--- config.mk ---
export PLATFORM = sky130hd
export DESIGN_NAME = rpe_front
export DESIGN_NICKNAME = d
export VERILOG_FILES = /design/src/hdl/rpe_pkg.sv /design/src/hdl/rpe_front.sv
export SDC_FILE = /design/constraint.sdc
export NUM_CORES = 2
export LEC_CHECK = 0
export ABC_AREA = 1
export BUFFER_PORTS_ARGS = -buffer_cell sky130_fd_sc_hd__buf_4
export CAP_MARGIN = 10
export CORE_ASPECT_RATIO = 0.75
export CORE_MARGIN = 5
export CORE_UTILIZATION = 40
export CTS_CLUSTER_DIAMETER = 40
export CTS_CLUSTER_SIZE = 14
export DETAILED_ROUTE_END_ITERATION = 12
export SLEW_MARGIN = 15
export SYNTH_ARGS = -nofsm -noshare
export SYNTH_HDL_FRONTEND = slang
export SYNTH_SLANG_ARGS = --single-unit
--- constraint.sdc ---
create_clock -name clk -period 28.7 [get_ports clk]
set_input_delay 5.74 -clock clk [delete_from_list [all_inputs] [get_ports clk]]
set_output_delay 5.74 -clock clk [all_outputs]
set_load 0.02 [all_outputs]
--- src/hdl/rpe_pkg.sv ---
// ----------------------------------------------------------------------------
// rpe_pkg
// Shared types, constants and elaboration-time tables for the rotary
// position embedding datapath.
// ----------------------------------------------------------------------------
package rpe_pkg;

  localparam int DATA_W   = 16;
  localparam int PAIR_W   = 8;
  localparam int TIME_W   = 16;
  localparam int OFF_W    = 24;
  localparam int FREQ_W   = 32;
  localparam int DIMS_W   = 9;
  localparam int CFG_W    = 24;
  localparam int IDX_W    = 9;
  localparam int POS_W    = 49;
  localparam int NUM_W    = 64;
  localparam int DEN_W    = 32;
  localparam int DIV_N    = NUM_W;
  localparam int EXP_N    = 16;
  localparam int M_W      = 33;
  localparam int ANG_W    = 62;
  localparam int CS_W     = 33;
  localparam int CORDIC_N = 16;
  localparam int Q_DEPTH  = 4;
  localparam int QA_W     = $clog2(Q_DEPTH);
  localparam int IN_W     = 112;
  localparam int OUT_W    = 56;

  localparam logic [63:0]        INV_TWO_PI_Q64 = 64'h28BE60DB9391054A;
  localparam logic [29:0]        INV_TWO_PI_HI  = 30'h28BE60DB;
  localparam logic [31:0]        INV_TWO_PI_LO  = 32'h9391054A;
  localparam logic signed [63:0] QUARTER_PI_Q60 = 64'sh0C90FDAA22168C23;
  localparam logic signed [31:0] TWO_PI_Q28     = 32'(QUARTER_PI_Q60 >>> 29);
  localparam logic signed [CS_W-1:0] CORDIC_GAIN = 33'sh026DD3B6A;

  typedef enum logic [2:0] {
    REG_ROTARY_DIMS    = 3'd0,
    REG_LOG2_BASE      = 3'd1,
    REG_POSITION_SCALE = 3'd2,
    REG_INTERLEAVED    = 3'd3,
    REG_FORWARD        = 3'd4,
    REG_CUSTOM_FREQ    = 3'd5
  } reg_index_t;

  typedef struct packed {
    logic [DIMS_W-1:0] rotary_dims;
    logic [23:0]       log2_base;
    logic [23:0]       position_scale;
    logic              interleaved;
    logic              forward;
    logic              custom;
  } cfg_t;

  typedef struct packed {
    logic [DATA_W-1:0] x1;
    logic [DATA_W-1:0] x2;
    logic              pass;
    logic [POS_W-1:0]  pos;
    logic [IDX_W-1:0]  fi;
    logic [IDX_W-1:0]  si;
  } side_t;

  typedef struct packed {
    side_t            side;
    logic [NUM_W-1:0] num;
    logic [DEN_W-1:0] den;
  } item_t;

  typedef struct packed {
    logic full;
    logic empty;
  } q_stat_t;

  function automatic logic [63:0] isqrt64(logic [63:0] v);
    logic [63:0] r;
    logic [63:0] b;
    logic [63:0] vv;
    r  = '0;
    b  = 64'h4000_0000_0000_0000;
    vv = v;
    for (int s = 0; s < 32; s++) begin
      if (vv >= r + b) begin
        vv = vv - (r + b);
        r  = (r >> 1) + b;
      end else begin
        r = r >> 1;
      end
      b = b >> 2;
    end
    return r;
  endfunction

  // 2^(-2^-k) in Q0.32
  function automatic logic [31:0] exp_factor(int k);
    logic [63:0] cur;
    cur = 64'd1 << 31;
    for (int i = 1; i <= EXP_N; i++) begin
      if (i <= k) cur = isqrt64(cur << 32);
    end
    return cur[31:0];
  endfunction

  // arctan(2^-i), radians Q.60
  function automatic logic signed [63:0] atan_q60(int i);
    logic signed [63:0] sum;
    logic [63:0]        term;
    int                 d;
    sum = '0;
    if (i == 0) begin
      sum = QUARTER_PI_Q60;
    end else begin
      for (int k = 0; k < 31; k++) begin
        d = 2 * k + 1;
        if (i * d < 61) begin
          term = (64'd1 << 60) >> (i * d);
          term = term / 64'(d);
          if (k[0]) sum = sum - $signed(term);
          else      sum = sum + $signed(term);
        end
      end
    end
    return sum;
  endfunction

endpackage

--- src/hdl/rpe_front.sv ---
// ----------------------------------------------------------------------------
// rpe_front
// Input stage: unpacks a pair, classifies it against the rotary range,
// forms the position and the divider operands, and holds it for the queue.
// ----------------------------------------------------------------------------
module rpe_front (
  input  logic                        clk,
  input  logic                        rst,
  input  rpe_pkg::cfg_t               cfg,
  input  logic                        s_tvalid,
  output logic                        s_tready,
  input  logic [rpe_pkg::IN_W-1:0]    s_tdata,
  input  rpe_pkg::q_stat_t            q_stat,
  output logic                        f_vld,
  output rpe_pkg::item_t              f_item
);

  localparam int X2_LO = rpe_pkg::DATA_W;
  localparam int J_LO  = X2_LO + rpe_pkg::DATA_W;
  localparam int T_LO  = J_LO + rpe_pkg::PAIR_W;
  localparam int O_LO  = T_LO + rpe_pkg::TIME_W;
  localparam int F_LO  = O_LO + rpe_pkg::OFF_W;
  localparam int TS_W  = rpe_pkg::OFF_W + 1;

  logic [rpe_pkg::DATA_W-1:0] x1, x2;
  logic [rpe_pkg::PAIR_W-1:0] j;
  logic [rpe_pkg::TIME_W-1:0] t;
  logic [rpe_pkg::OFF_W-1:0]  off;
  logic [rpe_pkg::FREQ_W-1:0] cf;
  logic [rpe_pkg::PAIR_W-1:0] half;
  logic [TS_W-1:0]            tsum;
  logic [31:0]                jl;
  rpe_pkg::item_t             item_next;
  logic                       accept;

  assign x1   = s_tdata[X2_LO-1:0];
  assign x2   = s_tdata[J_LO-1:X2_LO];
  assign j    = s_tdata[T_LO-1:J_LO];
  assign t    = s_tdata[O_LO-1:T_LO];
  assign off  = s_tdata[F_LO-1:O_LO];
  assign cf   = s_tdata[F_LO+rpe_pkg::FREQ_W-1:F_LO];
  assign half = cfg.rotary_dims[rpe_pkg::DIMS_W-1:1];
  assign tsum = TS_W'(t) + TS_W'(off);
  assign jl   = 32'(j) * 32'(cfg.log2_base);

  always_comb begin
    item_next.side.x1   = x1;
    item_next.side.x2   = x2;
    item_next.side.pass = (j >= half);
    item_next.side.pos  = rpe_pkg::POS_W'(tsum) * rpe_pkg::POS_W'(cfg.position_scale);
    if (cfg.interleaved) begin
      item_next.side.fi = {j, 1'b0};
      item_next.side.si = {j, 1'b1};
    end else begin
      item_next.side.fi = rpe_pkg::IDX_W'(j);
      item_next.side.si = rpe_pkg::IDX_W'(j) + rpe_pkg::IDX_W'(half);
    end
    if (cfg.custom) begin
      item_next.num = rpe_pkg::INV_TWO_PI_Q64;
      item_next.den = (cf == '0) ? rpe_pkg::DEN_W'(1) : cf;
    end else begin
      item_next.num = rpe_pkg::NUM_W'(jl);
      item_next.den = rpe_pkg::DEN_W'(half);
    end
  end

  assign s_tready = !f_vld || !q_stat.full;
  assign accept   = s_tvalid && s_tready;

  always_ff @(posedge clk) begin
    if (rst) begin
      f_vld <= 1'b0;
    end else if (accept) begin
      f_vld <= 1'b1;
    end else if (!q_stat.full) begin
      f_vld <= 1'b0;
    end
  end

  always_ff @(posedge clk) begin
    if (accept) begin
      f_item <= item_next;
    end
  end

endmodule

; After elaboration in Yosys (flattened, before gate mapping)
; Index checks and enable logic that the tools add are counted.
[totals]
register_bits = 197
inputBits = 177
wordCells = 32
[classes]
add_sub_neg = 2
n_mul = 2
order_cmp = 1
n_eq_ne = 1
n_mux = 5
bitwise_logic = 1
n_reduce_logical = 6
[op_table]
columns = cell, count
row1 = $mux W94, 1
row2 = $mul A25 B24 Y49, 1
row3 = $logic_not A32 Y1, 1
row4 = $mul A8 B24 Y32, 1
row5 = $mux W32, 1
row6 = $add A16 B24 Y25, 1
row7 = $mux W17, 1
row8 = $add A8 B8 Y9, 1
row9 = $ge A8 B8 Y1, 1
row10 = $logic_not A1 Y1, 2
row11 = $mux W1, 2
row12 = $ne A2 B1 Y1 const B, 1
row13 = $reduce_or A2 Y1, 1
row14 = $logic_and A1 B1 Y1, 1
row15 = $logic_or A1 B1 Y1, 1
row16 = $not A1 Y1, 1

; Logic depth before layout (Yosys ltp)
[logic_depth]
ltp_word = 4
ltp_mapped = 41
ltp_nobuf = 40

; Least setup slack after synthesis
; No wires, ideal clock.
[synth_timing]
kind = input -> register
from = input s_tvalid
to = register f_item[0] in the netlist's numbering, enable pin
t_arrival_ps = 13712
setup_slack_ps = 14244
path_stages = 2
cell_sequence = inv_1 -> a21oi_1
[synth_via]
elab_chain_cells = 1
[synth_lines]
columns = element, line_no
row1 = from (decl), rpe_front.sv:10  ; input logic s_tvalid,
row2 = $logic_and A1 B1 Y1, rpe_front.sv:68  ; assign accept = s_tvalid && s_tready;
row3 = via accept, rpe_front.sv:34  ; logic accept;
row4 = to (signal assigned), rpe_front.sv:82  ; f_item <= item_next;
row5 = to (decl), rpe_front.sv:15  ; output rpe_pkg::item_t f_item
; The timed path passes the listed nets, and every way through them passes these cells.
; A chain may end at the register's enable or synchronous reset.

==> impl_results.md <==
- Placement Cell Area: 38600 um2
- Die area: 94100 um2
- Setup TNS: 0 ns
- Number of synthesized register bits: 166
- Worst Path Arrival: 14.30 ns
- Inst Count DP: 5864
- Worst-path clk slew: 0.08 ns
- # diodes: 0
- Fill cell count: 8925
- Final Max Slew Viols: 0
- Min-delay worst type: flip-flop to flip-flop
- Critical register-to-register path startpoint: f_vld$_SDFFE_PP0P_
- Depth of the CTS H-tree: 4
- Final instance area: 39200 um2
- Seq/Total Area, Yosys: 14.1%
- Buffer depth of the longest clock path: 2
- Grt ovf: 0
- Worst-Skew Late Latency: 0.45 ns
- DR vias/cell: 4.91
- Global placement routability congestion: 0.964
- Postcts setup bufs: 0
- DR WL/cell: 19.0 um
- Ys Warns: 0
- CTS tree: yes
- Final setup fails: 0
- Final std cells w/o fill: 5896
- Routed Antenna Nets: 0
- DP HPWL: 92000 um
- CP dominant cell by count: nand2_1
- Critical path startpoint: s_tdata[40]
- Share of the synthesized area in the top cell type: 36.3%
- Final min period: 14.11 ns
- Commonest non-fill, non-tap cell in the layout: inv_1
- Hold Fails Final Rpt: 0
- Root Buffer: clkbuf_16
- Mapped Cells: 4509
- Run status: completed
- Num CTS Buffers: 17
- Number of core rows: 94
- Synth Flop Type: edfxtp_1
- Worst-Margin Slew: 0.998 ns
- Initial Util: 40.2%
- Headroom to the max-slew limit: 33.3%
- Slowest Stage Delay on Critical Path: 0.71 ns
- Synth top area cells: fa_1 36%, edfxtp_1 14%, inv_1 13%, nand2_1 12%, ha_1 9.2%
- Top Ports: 375
- Number of flops mapped to enable cells by yosys: 165
- First-pass iteration count of the detailed router: 5
- Final period util: 49.2%
- Drt total wl: 112000 um
- Share of cells above drive strength 1: 10.1%
- Critical-path maximum fanout: 15
- Skew final: 0.0120 ns
- Vias: 28964
- Hold path startpoint: f_vld$_SDFFE_PP0P_
- # port buffers: 355
- FMAX: 0.0709 GHz
- Final nets: 5805
- Largest net degree at the start of global routing: 67
- Hold buffer count at CTS: 0
- Netlist cell types: 47
- Util after Layout: 44.8%
- DRC: 0
- Avg Cell Area, Syn: 7.81 um2
- CTS-repair resized insts: 0
- Max cap viols: 0
- Cell area after synthesis: 35200 um2
- Vias in the first global route: 28924
- Initial antenna violation count: 2
- Critical path required time: 28.90 ns
- Iter 0 DRT Violations: 2678
- RSZ-0062 raised after global routing: false
- Crit-path slowest cell: nand2_1
- Crit path kind: input port to flip-flop
- Placeable Area: 87500 um2
- Global-route wire length before repair: 173000 um
- Ys async rst share: 0%
- Die span in y: 267 um
- Most frequent cells in the layout: 1201 x inv_1, 1085 x nand2_1, 638 x fa_1, 463 x nor2_1, 367 x buf_4
- Area growth syn-to-layout: 11.3%
- Die width: 353 um
- Sink Count: 166
- Total track usage: 23.9%
- Critical Path End Type: flip-flop
- Crit start category: input port
- Largest area contributor in the netlist: fa_1
## state kept, by name, summed over array words and instances (netlist names)
register and count:
f_item 165, f_vld 1
## cell type report
type	instances	area [um2]	area share, %
Clock buffer	17	425	1.09
Clock inverter	15	198	0.504
Inverter	1215	4560	11.6
Multi-Input combinational cell	2964	24900	63.4
Sequential cell	166	4970	12.7
Tap cell	1152	1440	3.68
Timing Repair Buffer	367	2760	7.03
## worst max-delay path: cells and delay by family
family | cells | cell delay, ns
AND/OR/NAND/NOR | 17 | 3.05
adder cells (fa/ha/maj) | 10 | 4.55
buffers and inverters | 8 | 0.94
## worst paths after layout
check	depth (start not counted)	slack (ns)	end
worst max-delay path	35	14.59	f_item[153]$_DFFE_PP_
worst min-delay path	2	0.54	f_vld$_SDFFE_PP0P_
worst min register to register	2	0.54	f_vld$_SDFFE_PP0P_
worst max register to register	3	26.27	f_item[6]$_DFFE_PP_
## Yosys cell counts (5+ instances only)
cell type and n:
clkbuf_1 99, inv_2 9, o21bai_1 11, nand2_2 14, o21ai_0 27, xnor2_1 6, ha_1 259, clkinv_1 5
buf_2 24, clkbuf_2 13, buf_4 38, nor2_2 15, nor2_1 463, xor2_1 26, nand2_1 1085, edfxtp_1 165
inv_1 1201, nand3_2 7, a21oi_1 80, nor3_1 12, nand3_1 230, nand4_1 23, fa_1 638, or2_2 14
nand2_4 9
## layer usage
metal	wire [um]	track usage (%)
met1	53000	36.8
met2	45800	34.3
met3	12000	6.74
met4	1480	3.22
met5	0	0
## per-stage QoR
step,setup WS (ns),hold WS [ns]
floorplan,14.24,0.699
CTS,14.82,0.536
global route,14.27,0.590
finish,14.59,0.542
global placement,14.35,0.513
detailed placement,14.35,0.526
## logic make-up (layout without fill, tap and decap cells)
logic type               Yosys count  in the layout  synth area share (%)
buffers and inverters           1394           1614                  15.5
AO/OA/AOI/OAI                    130            130                  2.01
adder cells (fa/ha/maj)          897            897                  45.5
XOR/XNOR                          32             32                 0.796
flip-flops                       166            166                  14.1
other                              1             16                0.0106
AND/OR/NAND/NOR                 1889           1889                  22.1
Power is not shown: default switching activity piles up to over one toggle a cycle in this logic, so the estimate is an artifact.
