`src/hdl/rpe_pkg.sv`:
```
// ----------------------------------------------------------------------------
// rpe_pkg
// Shared types, constants and elaboration-time tables for the rotary
// position embedding datapath.
// ----------------------------------------------------------------------------
package rpe_pkg;

  localparam int DATA_W   = 16;
  localparam int PAIR_W   = 8;
  localparam int TIME_W   = 16;
  localparam int OFF_W    = 24;
  localparam int FREQ_W   = 32;
  localparam int DIMS_W   = 9;
  localparam int CFG_W    = 24;
  localparam int IDX_W    = 9;
  localparam int POS_W    = 49;
  localparam int NUM_W    = 64;
  localparam int DEN_W    = 32;
  localparam int DIV_N    = NUM_W;
  localparam int EXP_N    = 16;
  localparam int M_W      = 33;
  localparam int ANG_W    = 62;
  localparam int CS_W     = 33;
  localparam int CORDIC_N = 16;
  localparam int Q_DEPTH  = 4;
  localparam int QA_W     = $clog2(Q_DEPTH);
  localparam int IN_W     = 112;
  localparam int OUT_W    = 56;

  localparam logic [63:0]        INV_TWO_PI_Q64 = 64'h28BE60DB9391054A;
  localparam logic [29:0]        INV_TWO_PI_HI  = 30'h28BE60DB;
  localparam logic [31:0]        INV_TWO_PI_LO  = 32'h9391054A;
  localparam logic signed [63:0] QUARTER_PI_Q60 = 64'sh0C90FDAA22168C23;
  localparam logic signed [31:0] TWO_PI_Q28     = 32'(QUARTER_PI_Q60 >>> 29);
  localparam logic signed [CS_W-1:0] CORDIC_GAIN = 33'sh026DD3B6A;

  typedef enum logic [2:0] {
    REG_ROTARY_DIMS    = 3'd0,
    REG_LOG2_BASE      = 3'd1,
    REG_POSITION_SCALE = 3'd2,
    REG_INTERLEAVED    = 3'd3,
    REG_FORWARD        = 3'd4,
    REG_CUSTOM_FREQ    = 3'd5
  } reg_index_t;

  typedef struct packed {
    logic [DIMS_W-1:0] rotary_dims;
    logic [23:0]       log2_base;
    logic [23:0]       position_scale;
    logic              interleaved;
    logic              forward;
    logic              custom;
  } cfg_t;

  typedef struct packed {
    logic [DATA_W-1:0] x1;
    logic [DATA_W-1:0] x2;
    logic              pass;
    logic [POS_W-1:0]  pos;
    logic [IDX_W-1:0]  fi;
    logic [IDX_W-1:0]  si;
  } side_t;

  typedef struct packed {
    side_t            side;
    logic [NUM_W-1:0] num;
    logic [DEN_W-1:0] den;
  } item_t;

  typedef struct packed {
    logic full;
    logic empty;
  } q_stat_t;

  function automatic logic [63:0] isqrt64(logic [63:0] v);
    logic [63:0] r;
    logic [63:0] b;
    logic [63:0] vv;
    r  = '0;
    b  = 64'h4000_0000_0000_0000;
    vv = v;
    for (int s = 0; s < 32; s++) begin
      if (vv >= r + b) begin
        vv = vv - (r + b);
        r  = (r >> 1) + b;
      end else begin
        r = r >> 1;
      end
      b = b >> 2;
    end
    return r;
  endfunction

  // 2^(-2^-k) in Q0.32
  function automatic logic [31:0] exp_factor(int k);
    logic [63:0] cur;
    cur = 64'd1 << 31;
    for (int i = 1; i <= EXP_N; i++) begin
      if (i <= k) cur = isqrt64(cur << 32);
    end
    return cur[31:0];
  endfunction

  // arctan(2^-i), radians Q.60
  function automatic logic signed [63:0] atan_q60(int i);
    logic signed [63:0] sum;
    logic [63:0]        term;
    int                 d;
    sum = '0;
    if (i == 0) begin
      sum = QUARTER_PI_Q60;
    end else begin
      for (int k = 0; k < 31; k++) begin
        d = 2 * k + 1;
        if (i * d < 61) begin
          term = (64'd1 << 60) >> (i * d);
          term = term / 64'(d);
          if (k[0]) sum = sum - $signed(term);
          else      sum = sum + $signed(term);
        end
      end
    end
    return sum;
  endfunction

endpackage

```
`src/hdl/rpe_queue.sv`:
```
// ----------------------------------------------------------------------------
// rpe_queue
// Short FIFO between the input stage and the arithmetic pipeline.
// ----------------------------------------------------------------------------
module rpe_queue (
  input  logic             clk,
  input  logic             rst,
  input  logic             push,
  input  rpe_pkg::item_t   push_item,
  input  logic             pop,
  output rpe_pkg::item_t   head,
  output rpe_pkg::q_stat_t stat
);

  rpe_pkg::item_t            mem [rpe_pkg::Q_DEPTH];
  logic [rpe_pkg::QA_W-1:0]  wp, rp;
  logic [rpe_pkg::QA_W:0]    cnt;
  logic                      do_push, do_pop;

  assign stat.full  = (cnt == (rpe_pkg::QA_W+1)'(rpe_pkg::Q_DEPTH));
  assign stat.empty = (cnt == '0);
  assign do_push    = push && !stat.full;
  assign do_pop     = pop && !stat.empty;
  assign head       = mem[rp];

  always_ff @(posedge clk) begin
    if (rst) begin
      wp  <= '0;
      rp  <= '0;
      cnt <= '0;
    end else begin
      if (do_push) wp <= wp + 1'b1;
      if (do_pop)  rp <= rp + 1'b1;
      if (do_push && !do_pop)      cnt <= cnt + 1'b1;
      else if (do_pop && !do_push) cnt <= cnt - 1'b1;
    end
  end

  always_ff @(posedge clk) begin
    if (do_push) begin
      mem[wp] <= push_item;
    end
  end

endmodule

```
`config.mk`:
```
export PLATFORM = sky130hd
export DESIGN_NAME = rpe_queue
export DESIGN_NICKNAME = d
export VERILOG_FILES = /design/src/hdl/rpe_pkg.sv /design/src/hdl/rpe_queue.sv
export SDC_FILE = /design/constraint.sdc
export NUM_CORES = 1
export LEC_CHECK = 0
export BUFFER_PORTS_ARGS = -buffer_cell sky130_fd_sc_hd__clkbuf_2
export CAP_MARGIN = 25
export CORE_MARGIN = 1
export CORE_UTILIZATION = 30
export CTS_CLUSTER_DIAMETER = 200
export CTS_CLUSTER_SIZE = 25
export DETAILED_ROUTE_END_ITERATION = 16
export MAX_ROUTING_LAYER = met4
export SKIP_CTS_REPAIR_TIMING = 1
export SLEW_MARGIN = 30
export SYNTH_ARGS = -nofsm -noshare
export SYNTH_HDL_FRONTEND = slang
export SYNTH_SLANG_ARGS = --single-unit
```
`constraint.sdc`:
```
create_clock -name clk -period 8.3 [get_ports clk]
set_clock_uncertainty 0.1 [all_clocks]
set_input_delay 0.83 -clock clk [delete_from_list [all_inputs] [get_ports clk]]
set_output_delay 0.83 -clock clk [all_outputs]
set_load 0.05 [all_outputs]
```
# --- Word level (Yosys, flattened, before mapping) ---
# Memory sizes are Yosys's and may differ from the RTL's. A register that Yosys moved wholly into a read port is not among the register bits.
# Cells that the tools add are included.
classes:
  addsub: 4
  n_eq_ne: 1
  muxes: 6
  n_reduce_logical: 10
op_table:
  columns: ["operator", "count"]
  rows:
  - ["$mux W3", 2]
  - ["$add A2 B1 Y2 const B", 2]
  - ["$logic_and A1 B1 Y1", 4]
  - ["$logic_not A1 Y1", 4]
  - ["$mux W2", 2]
  - ["$add A3 B1 Y3 const B", 1]
  - ["$eq A3 B3 Y1 const B", 1]
  - ["$logic_not A3 Y1", 1]
  - ["$sub A3 B1 Y3 const B", 1]
  - ["$mux W1", 2]
  - ["$reduce_bool A2 Y1", 1]
totals:
  reg_bits: 7
  mem_bits_rw: 784
  input_bits: 200
  output_inout_bits: 198
  wordCells: 25
  mem_count: 1
mem_list:
  columns: ["name", "depth", "width", "rd", "rd_clocked_by_memory_dff", "write_ports", "line_no", "text"]
  rows:
  - ["mem", 4, 196, 1, 1, 1, "rpe_queue.sv:15", "rpe_pkg::item_t mem [rpe_pkg::Q_DEPTH];"]

# --- Longest topological paths before layout ---
# Gate-level depths: netlist of run 1.
depth:
  word_depth: 7
  ltp_mapped: 8
  ltp_nobuf: 8

# --- Worst setup path after synthesis of run 1 ---
# OpenSTA, ideal clock, no wires.
synth_timing:
  path_kind: "input to register"
  startpoint: "input push"
  endpoint: "memory mem[0][0] (netlist bit) (enable)"
  setup_ns: 0.580
  t_arrival_ns: 5.633
  t_required_ns: 7.620
  path_slack_ns: 1.987
  cell_stages: 3
  n_path_buf: 0
  path_cell_list: "inv_1 > nor2_1 > and2_1"
synth_via:
  elab_chain_cells: 3
synth_lines:
  columns: ["item", "line_no", "text"]
  rows:
  - ["start, declared", "rpe_queue.sv:8", "input logic push,"]
  - ["$logic_and A1 B1 Y1", "rpe_queue.sv:22", "assign do_push = push && !stat.full;"]
  - ["net do_push", "rpe_queue.sv:18", "logic do_push, do_pop;"]
  - ["$mux W1", "rpe_queue.sv:40", "if (do_push) begin"]
  - ["$mux W1 (not written as such)", "rpe_queue.sv:41", "mem[wp] <= push_item;"]
  - ["end, declared", "rpe_queue.sv:15", null]
# The timed path passes the listed nets, and every way through them passes these cells.

==> metrics.log, run 1 <==
INFO  metric critPathBufInv = 3
INFO  metric cts_tree = done
INFO  metric drive_above_1_share = 0.437
INFO  metric synth-edff-count = about 780
INFO  metric cp.arrival = roughly 3.2 ns
INFO  metric dieHeight = 311 um
INFO  metric post-synth-top-area-cell = edfxtp_1
INFO  metric totalWireLength = around 60000 um
INFO  metric r2r-start = cnt[0]
INFO  metric max_cap_violations = 0
INFO  metric synth.top_cell.area_share = 0.819
INFO  metric final_period_minus_worst_setup_slack = slightly above 4 ns
INFO  metric io-pin-count = 398
INFO  metric drt-wirelength-per-cell = 21.5 um
INFO  metric worst_pin_slew = just under 1 ns
INFO  metric area_contributors_post_synth = edfxtp_1 82%, mux4_2 15%, buf_6 0.67%, dfxtp_1 0.63%, buf_2 0.37%
INFO  metric max_freq = ~250 MHz
INFO  metric global_route_wire_length_before_repair = roughly 89000 um
INFO  metric power.leakage = around 11 nW
INFO  metric cts-htree-levels = 2
INFO  metric rsz0062_at_grt = false
INFO  metric crit_chain = buf_6 -> buf_4 -> mux4_2 -> clkbuf_2
INFO  metric global_route.overflow_total = 0
INFO  metric number_of_global_route_vias_before_repair = approximately 14k
INFO  metric synth_area = roughly 29000 um^2
INFO  metric slowest_delay = roughly 0.69 ns
INFO  metric synth_simple_gate_area_share = 0.00296
INFO  metric timing.critical_path.to = head[122]
INFO  metric synthesized_net_count = 1278
INFO  metric cellPowerDensity = 321 nW/um^2
INFO  metric initial_utilization = 0.303
INFO  metric worst_setup_hold_path_clk_slew = between 0.1 and 0.15 ns
INFO  metric insertion_delay = approximately 0.61 ns
INFO  metric adder_cell_share_of_the_synthesized_area = 0.00287
INFO  metric postLayoutCellArea = 33300 um^2
INFO  metric dieArea = approximately 97000 um^2
INFO  metric drtPass1Iterations = 4
INFO  metric hp-class = input pin to flip-flop
INFO  metric clock-root-buffer = clkbuf_16
INFO  metric worst-endpoint-required = 7.37 ns
INFO  metric drt.antenna.violating_nets = 0
INFO  metric largest_net_degree_at_the_start_of_global_routing = about 130
INFO  metric route.vias.total = 12.6k
INFO  metric synth.yosys.seq_area_share = 0.826
INFO  metric cts_buffers = 37
INFO  metric critical_path.endpoint_type = primary output
INFO  metric synth_cell_type_count = 21
INFO  metric first_iter_violations = roughly 1.0k
INFO  metric postSynthAreaPerCell = around 27 um^2
INFO  metric place.gp.congestion = between 0.7 and 0.8
INFO  metric critPathMaxFanout = 45
INFO  metric finish.net_count = ~1.7k
INFO  metric worst-setup-path-type = flip-flop to primary output
INFO  metric num_rows = between 100 and 150
INFO  metric synth_compound_area_frac = 0.00126
INFO  metric ctsLongestPathBuffers = 3
INFO  metric crit_path_start_kind = flip-flop
INFO  metric main_combinational_cell_family_by_area_after_synthesis = multiplexers
INFO  metric report.final.setup_viol = 0
INFO  metric yosys_register_bits = 793
INFO  metric ys_warn_count = 0
INFO  metric io_buffers = 397
INFO  metric die_width = approximately 310 um
INFO  metric critical-path-top-delay-family = buffers and inverters
INFO  metric status = completed
INFO  metric hold-worst-slack = between 0.3 and 0.4 ns
INFO  metric cp_slowest_cell = buf_4
INFO  metric detail_route.vias_per_cell = between 4 and 5
INFO  metric post_dp_cell_area = approximately 32000 um^2
INFO  metric grt_use_total = 0.126
INFO  metric slew_viol_final = 0
INFO  metric regToRegSetupSlack = 5.47 ns
INFO  metric critical_path_depth = 4
INFO  metric drc_errors = 0
INFO  metric timing_hold_violations_final = 0
INFO  metric relSlewSlack = 0.344
INFO  metric area_added_between_synthesis_and_finish = 15.7%
INFO  metric irDropWorstVdd = roughly 0.22 mV
INFO  metric place.detailed.hpwl = between 30000 and 40000 um
INFO  metric syn_inst = approximately 1.1k
INFO  metric r2r_cells = 6
INFO  metric muxShareOfSynthArea = 0.154
INFO  metric fin_crit_sh = 0.491
INFO  metric async_reset_ff_frac = 0
INFO  metric numClockSinks = 793
INFO  metric synth_ff_type = edfxtp_1
INFO  metric core-area = between 90000 and 100000 um^2
INFO  metric initial_antenna_violation_count = 7
INFO  metric endpoint_of_the_worst_slack_reg_to_reg_timing_path = mem[1][1]
INFO  metric fin_setup_tns = 0 ns
INFO  metric synth_xor_area_frac = 0.00122
==> sequential cells by signal (all words and copies together) (netlist names), named ones only <==
| name | flops |
|---|---|
| rp | 2 |
| wp | 2 |
| mem | 784 |
| cnt | 3 |
==> cells by family after synthesis <==
group | after synthesis
buffers and inverters | 49
adders and majority gates | 6
xor gates and xnor gates | 4
and+or+nand+nor | 16
muxes | 198
DFF | 793
AOI/OAI and AO/OA | 6
==> cell usage after synthesis, types with 2 or more instances <==
master      n
dfxtp_1     9
buf_6      17
mux4_2    196
and2_1      4
o21ai_0     2
nand2b_1    2
nor2_1      6
clkbuf_1    7
inv_1       4
xor2_1      4
a21oi_1     2
or3_1       2
ha_1        5
buf_2      21
edfxtp_1  784
mux2i_1     2
==> how the worst min path moves through the flow <==
stage          cells past startpoint          start         end  slack (ns)
6_report                           1  push_item[31]  mem[3][31]        0.33
5_1_grt                            1  push_item[37]  mem[1][37]        0.28
4_1_cts                            1  push_item[31]  mem[3][31]        0.26
3_5_place_dp                       2          rp[0]       rp[0]        0.42
3_3_place_gp                       2          wp[1]       wp[1]        0.39
2_1_floorplan                      2          wp[1]       wp[1]        0.38
==> stage by stage <==
stage | total power, mW | instances | setup slack (ns) | util
finish | 10.7 | 2772 | 4.22 | 0.351
global route | 11.1 | 2771 | 3.88 | 0.351
CTS | 10.9 | 2764 | 4.03 | 0.350
detailed placement | 8.82 | 2706 | 4.73 | 0.339
global placement | 8.78 | 2706 | 4.50 | 0.339
floorplan | 7.99 | 1072 | 1.99 | -
==> routing by layer <==
metal	track usage	up-vias	share of wire
li1	-	5442	-
met1	0.157	6793	0.42
met2	0.200	279	0.49
met3	0.0395	59	0.068
met4	0.0300	0	0.019
met5	-	-	0
==> area by class of cell <==
cell class	instances	area, um^2
antenna	7	17.5
clock buffer	57	1000
clock inverter	1	8.76
fill	8745	61600
inverter	4	15.0
multi-input combinational	230	4680
sequential	793	23700
tap	1265	1580
timing repair buffer	415	2220
==> placed cells by master, fill, tap and decap left out <==
master	Yosys	routed
edfxtp_1	784	784
clkbuf_1	7	20
fa_1	1	1
inv_6	0	1
nor2_1	6	6
mux4_2	196	196
buf_6	17	3
nand2b_1	2	2
buf_12	0	5
a21oi_1	2	2
or3_1	2	2
clkbuf_16	0	37
dfxtp_1	9	7
and2_4	0	4
buf_16	0	1
xor2_1	4	4
dfxtp_4	0	2
clkbuf_2	0	397
inv_1	4	4
o311ai_0	1	1
ha_1	5	5
diode_2	0	7
buf_4	0	9
o21ai_0	2	2
nor3b_1	1	1
mux2i_1	2	2
nor3_1	1	1
o31ai_1	1	1
==> report_power, final <==
group          leakage [nW]  internal (mW)  switching [mW]
Combinational          2.93           1.08            2.66
Sequential             7.26           4.80          0.0980
Clock                 0.484          0.844            1.18
No activity file was read; power rests on OpenSTA's default activity.
==> run 2, diff against run 1 <==
Clock period 8.3 ns to 3.9 ns, I/O delays scaled along.
==> metrics.log, run 2 (same netlist as run 1, synthesis figures left out) <==
INFO  metric status = completed
INFO  metric finish.net_count = 1929 (+14%)
INFO  metric cp.arrival = 2.68 ns (-0.47 ns)
INFO  metric relSlewSlack = 0.419 (+0.0751)
INFO  metric num_rows = 113 (unchanged)
INFO  metric most-common-layout-cells = 784 x edfxtp_1, 397 x clkbuf_2, 196 x mux4_2, 195 x dlygate4sd3_1, 41 x buf_4
INFO  metric fill_cells = 8600 (-1.7%)
INFO  metric mostFrequentLayoutCell = edfxtp_1
INFO  metric cts-htree-levels = 2 (unchanged)
INFO  metric final_core_utilization = 0.376 (+0.0258)
INFO  metric io_buffers = 397 (unchanged)
INFO  metric detail_route.vias_per_cell = 4.47 (-1.5%)
INFO  metric dieHeight = 311 um (unchanged)
INFO  metric route.vias.total = 13.4k (+6.4%)
INFO  metric global_route_wire_length_before_repair = 89800 um (+1.1%)
INFO  metric io-pin-count = 398 (unchanged)
INFO  metric p_total = 23.0 mW (+120%)
INFO  metric worst_setup_hold_path_clk_slew = 0.09 ns (-0.02 ns)
INFO  metric hp-class = input pin to flip-flop
INFO  metric rsz0062_at_grt = false
INFO  metric place.gp.congestion = 0.762 (+6.1%)
INFO  metric area_added_between_synthesis_and_finish = 24.3%
INFO  metric fin_crit_sh = 0.812
INFO  metric irDropWorstVdd = 0.464 mV (+110%)
INFO  metric power.leakage = 11.8 nW (+10%)
INFO  metric place.detailed.hpwl = 39900 um (+11%)
INFO  metric cts_buffers = 37 (unchanged)
INFO  metric die_width = 311 um (unchanged)
INFO  metric ctsLongestPathBuffers = 3 (unchanged)
INFO  metric drive_above_1_share = 0.407 (-0.0298)
INFO  metric initial_utilization = 0.303 (unchanged)
INFO  metric finish.cell_count_without_fillers = 2994 (+8.0%)
INFO  metric multi_input_area = 4690 um^2 (+0.11%)
INFO  metric drt.antenna.violating_nets = 0 (unchanged)
INFO  metric critical_path.endpoint_type = primary output
INFO  metric insertion_delay = 0.60 ns (about the same)
INFO  metric regToRegSetupSlack = 1.29 ns (-4.18 ns)
INFO  metric initial_antenna_violation_count = 0 (-7)
INFO  metric crit_path_start_kind = flip-flop
INFO  metric clock-root-buffer = clkbuf_16
INFO  metric max_freq = 316 MHz
INFO  metric number_of_global_route_vias_before_repair = 13.8k (+1.6%)
INFO  metric worst-setup-path-type = flip-flop to primary output
INFO  metric slew_viol_final = 0 (unchanged)
INFO  metric preCtsSetupSlack = 1.22 ns (-3.51 ns)
INFO  metric worst_slack = 0.735 ns (-3.49 ns)
INFO  metric cts_tree = done
INFO  metric drc_errors = 0 (unchanged)
INFO  metric totalWireLength = 61000 um (+2.4%)
INFO  metric regMostFlops = mem
INFO  metric drt-wirelength-per-cell = 20.4 um (-5.2%)
INFO  metric max_cap_violations = 0 (unchanged)
INFO  metric placed_cells = 2754 (+1.8%)
INFO  metric seqCellArea = 23700 um^2 (unchanged)
INFO  metric worst_pin_slew = 0.872 ns (-0.113 ns)
INFO  metric largest_net_degree_at_the_start_of_global_routing = 66 (-47%)
INFO  metric reg.largest.list = mem (784), cnt (3)
INFO  metric timing_hold_violations_final = 0 (unchanged)
INFO  metric drtPass1Iterations = 5 (+1)
INFO  metric numClockSinks = 793 (unchanged)
INFO  metric cellPowerDensity = 645 nW/um^2 (+100%)
INFO  metric critPathMaxFanout = 30 (-33%)
INFO  metric core-area = 94900 um^2 (unchanged)
INFO  metric global_route.overflow_total = 0 (unchanged)
INFO  metric first_iter_violations = 997 (-2.1%)
INFO  metric worst-endpoint-required = 3.41 ns (-3.96 ns)
INFO  metric grt_use_total = 0.127 (+0.00121)
INFO  metric final_period_minus_worst_setup_slack = 3.17 ns
INFO  metric dieArea = 97000 um^2 (unchanged)
INFO  metric largest_reg_flops = 784 (unchanged)
INFO  metric report.final.setup_viol = 0 (unchanged)
run 2: power by group:
| part | internal, mW | switching, mW |
|---|---|---|
| Sequential | 10.2 | 0.311 |
| Clock | 1.74 | 2.47 |
| Combinational | 2.64 | 5.66 |
run 2: final cells by class:
cell class / instances / area share
inverters: 4 / 0.000421
well taps: 1265 / 0.0443
repair buffers: 657 / 0.132
clock buffers: 43 / 0.0266
diodes: 1 / 0.0000701
clock inverters: 1 / 0.000245
multi-input cells: 230 / 0.131
flip-flops and latches: 793 / 0.665
run 2: through the flow:
| step | hold WS [ns] | area (um^2) | setup TNS [ns] |
|---|---|---|---|
| global route | 0.0526 | 35700 | 0 |
| CTS | -0.168 | 33700 | 0 |
| finish | 0.0502 | 35700 | 0 |
| global placement | 0.391 | 32800 | 0 |
| floorplan | 0.382 | 28700 | -9.63 |
| detailed placement | 0.408 | 32800 | 0 |
run 2: metal layers:
layer / vias up / global-route usage / routed length (um)
met2: 300 / 0.212 / 31300
met5: - / - / 0
met3: 67 / 0.0343 / 3210
li1: 5901 / - / -
met1: 7115 / 0.153 / 25300
met4: 0 / 0.0333 / 1240
run 2: path summary, 6_finish.rpt:
| path | cells past startpoint | endpoint | start |
|---|---|---|---|
| setup / recovery | 3 | head[57] | flip-flop |
| hold / removal | 4 | wp[0] | push |
| setup reg to reg | 4 | mem[3][188] | cnt[0] |
| hold reg to reg | 2 | wp[1] | wp[1] |
run 2: worst max-delay path, stage by stage, from the launching register on:
cell,delay (ns)
dfxtp_4,0.85
buf_4,0.37
mux4_2,0.56
clkbuf_2,0.26
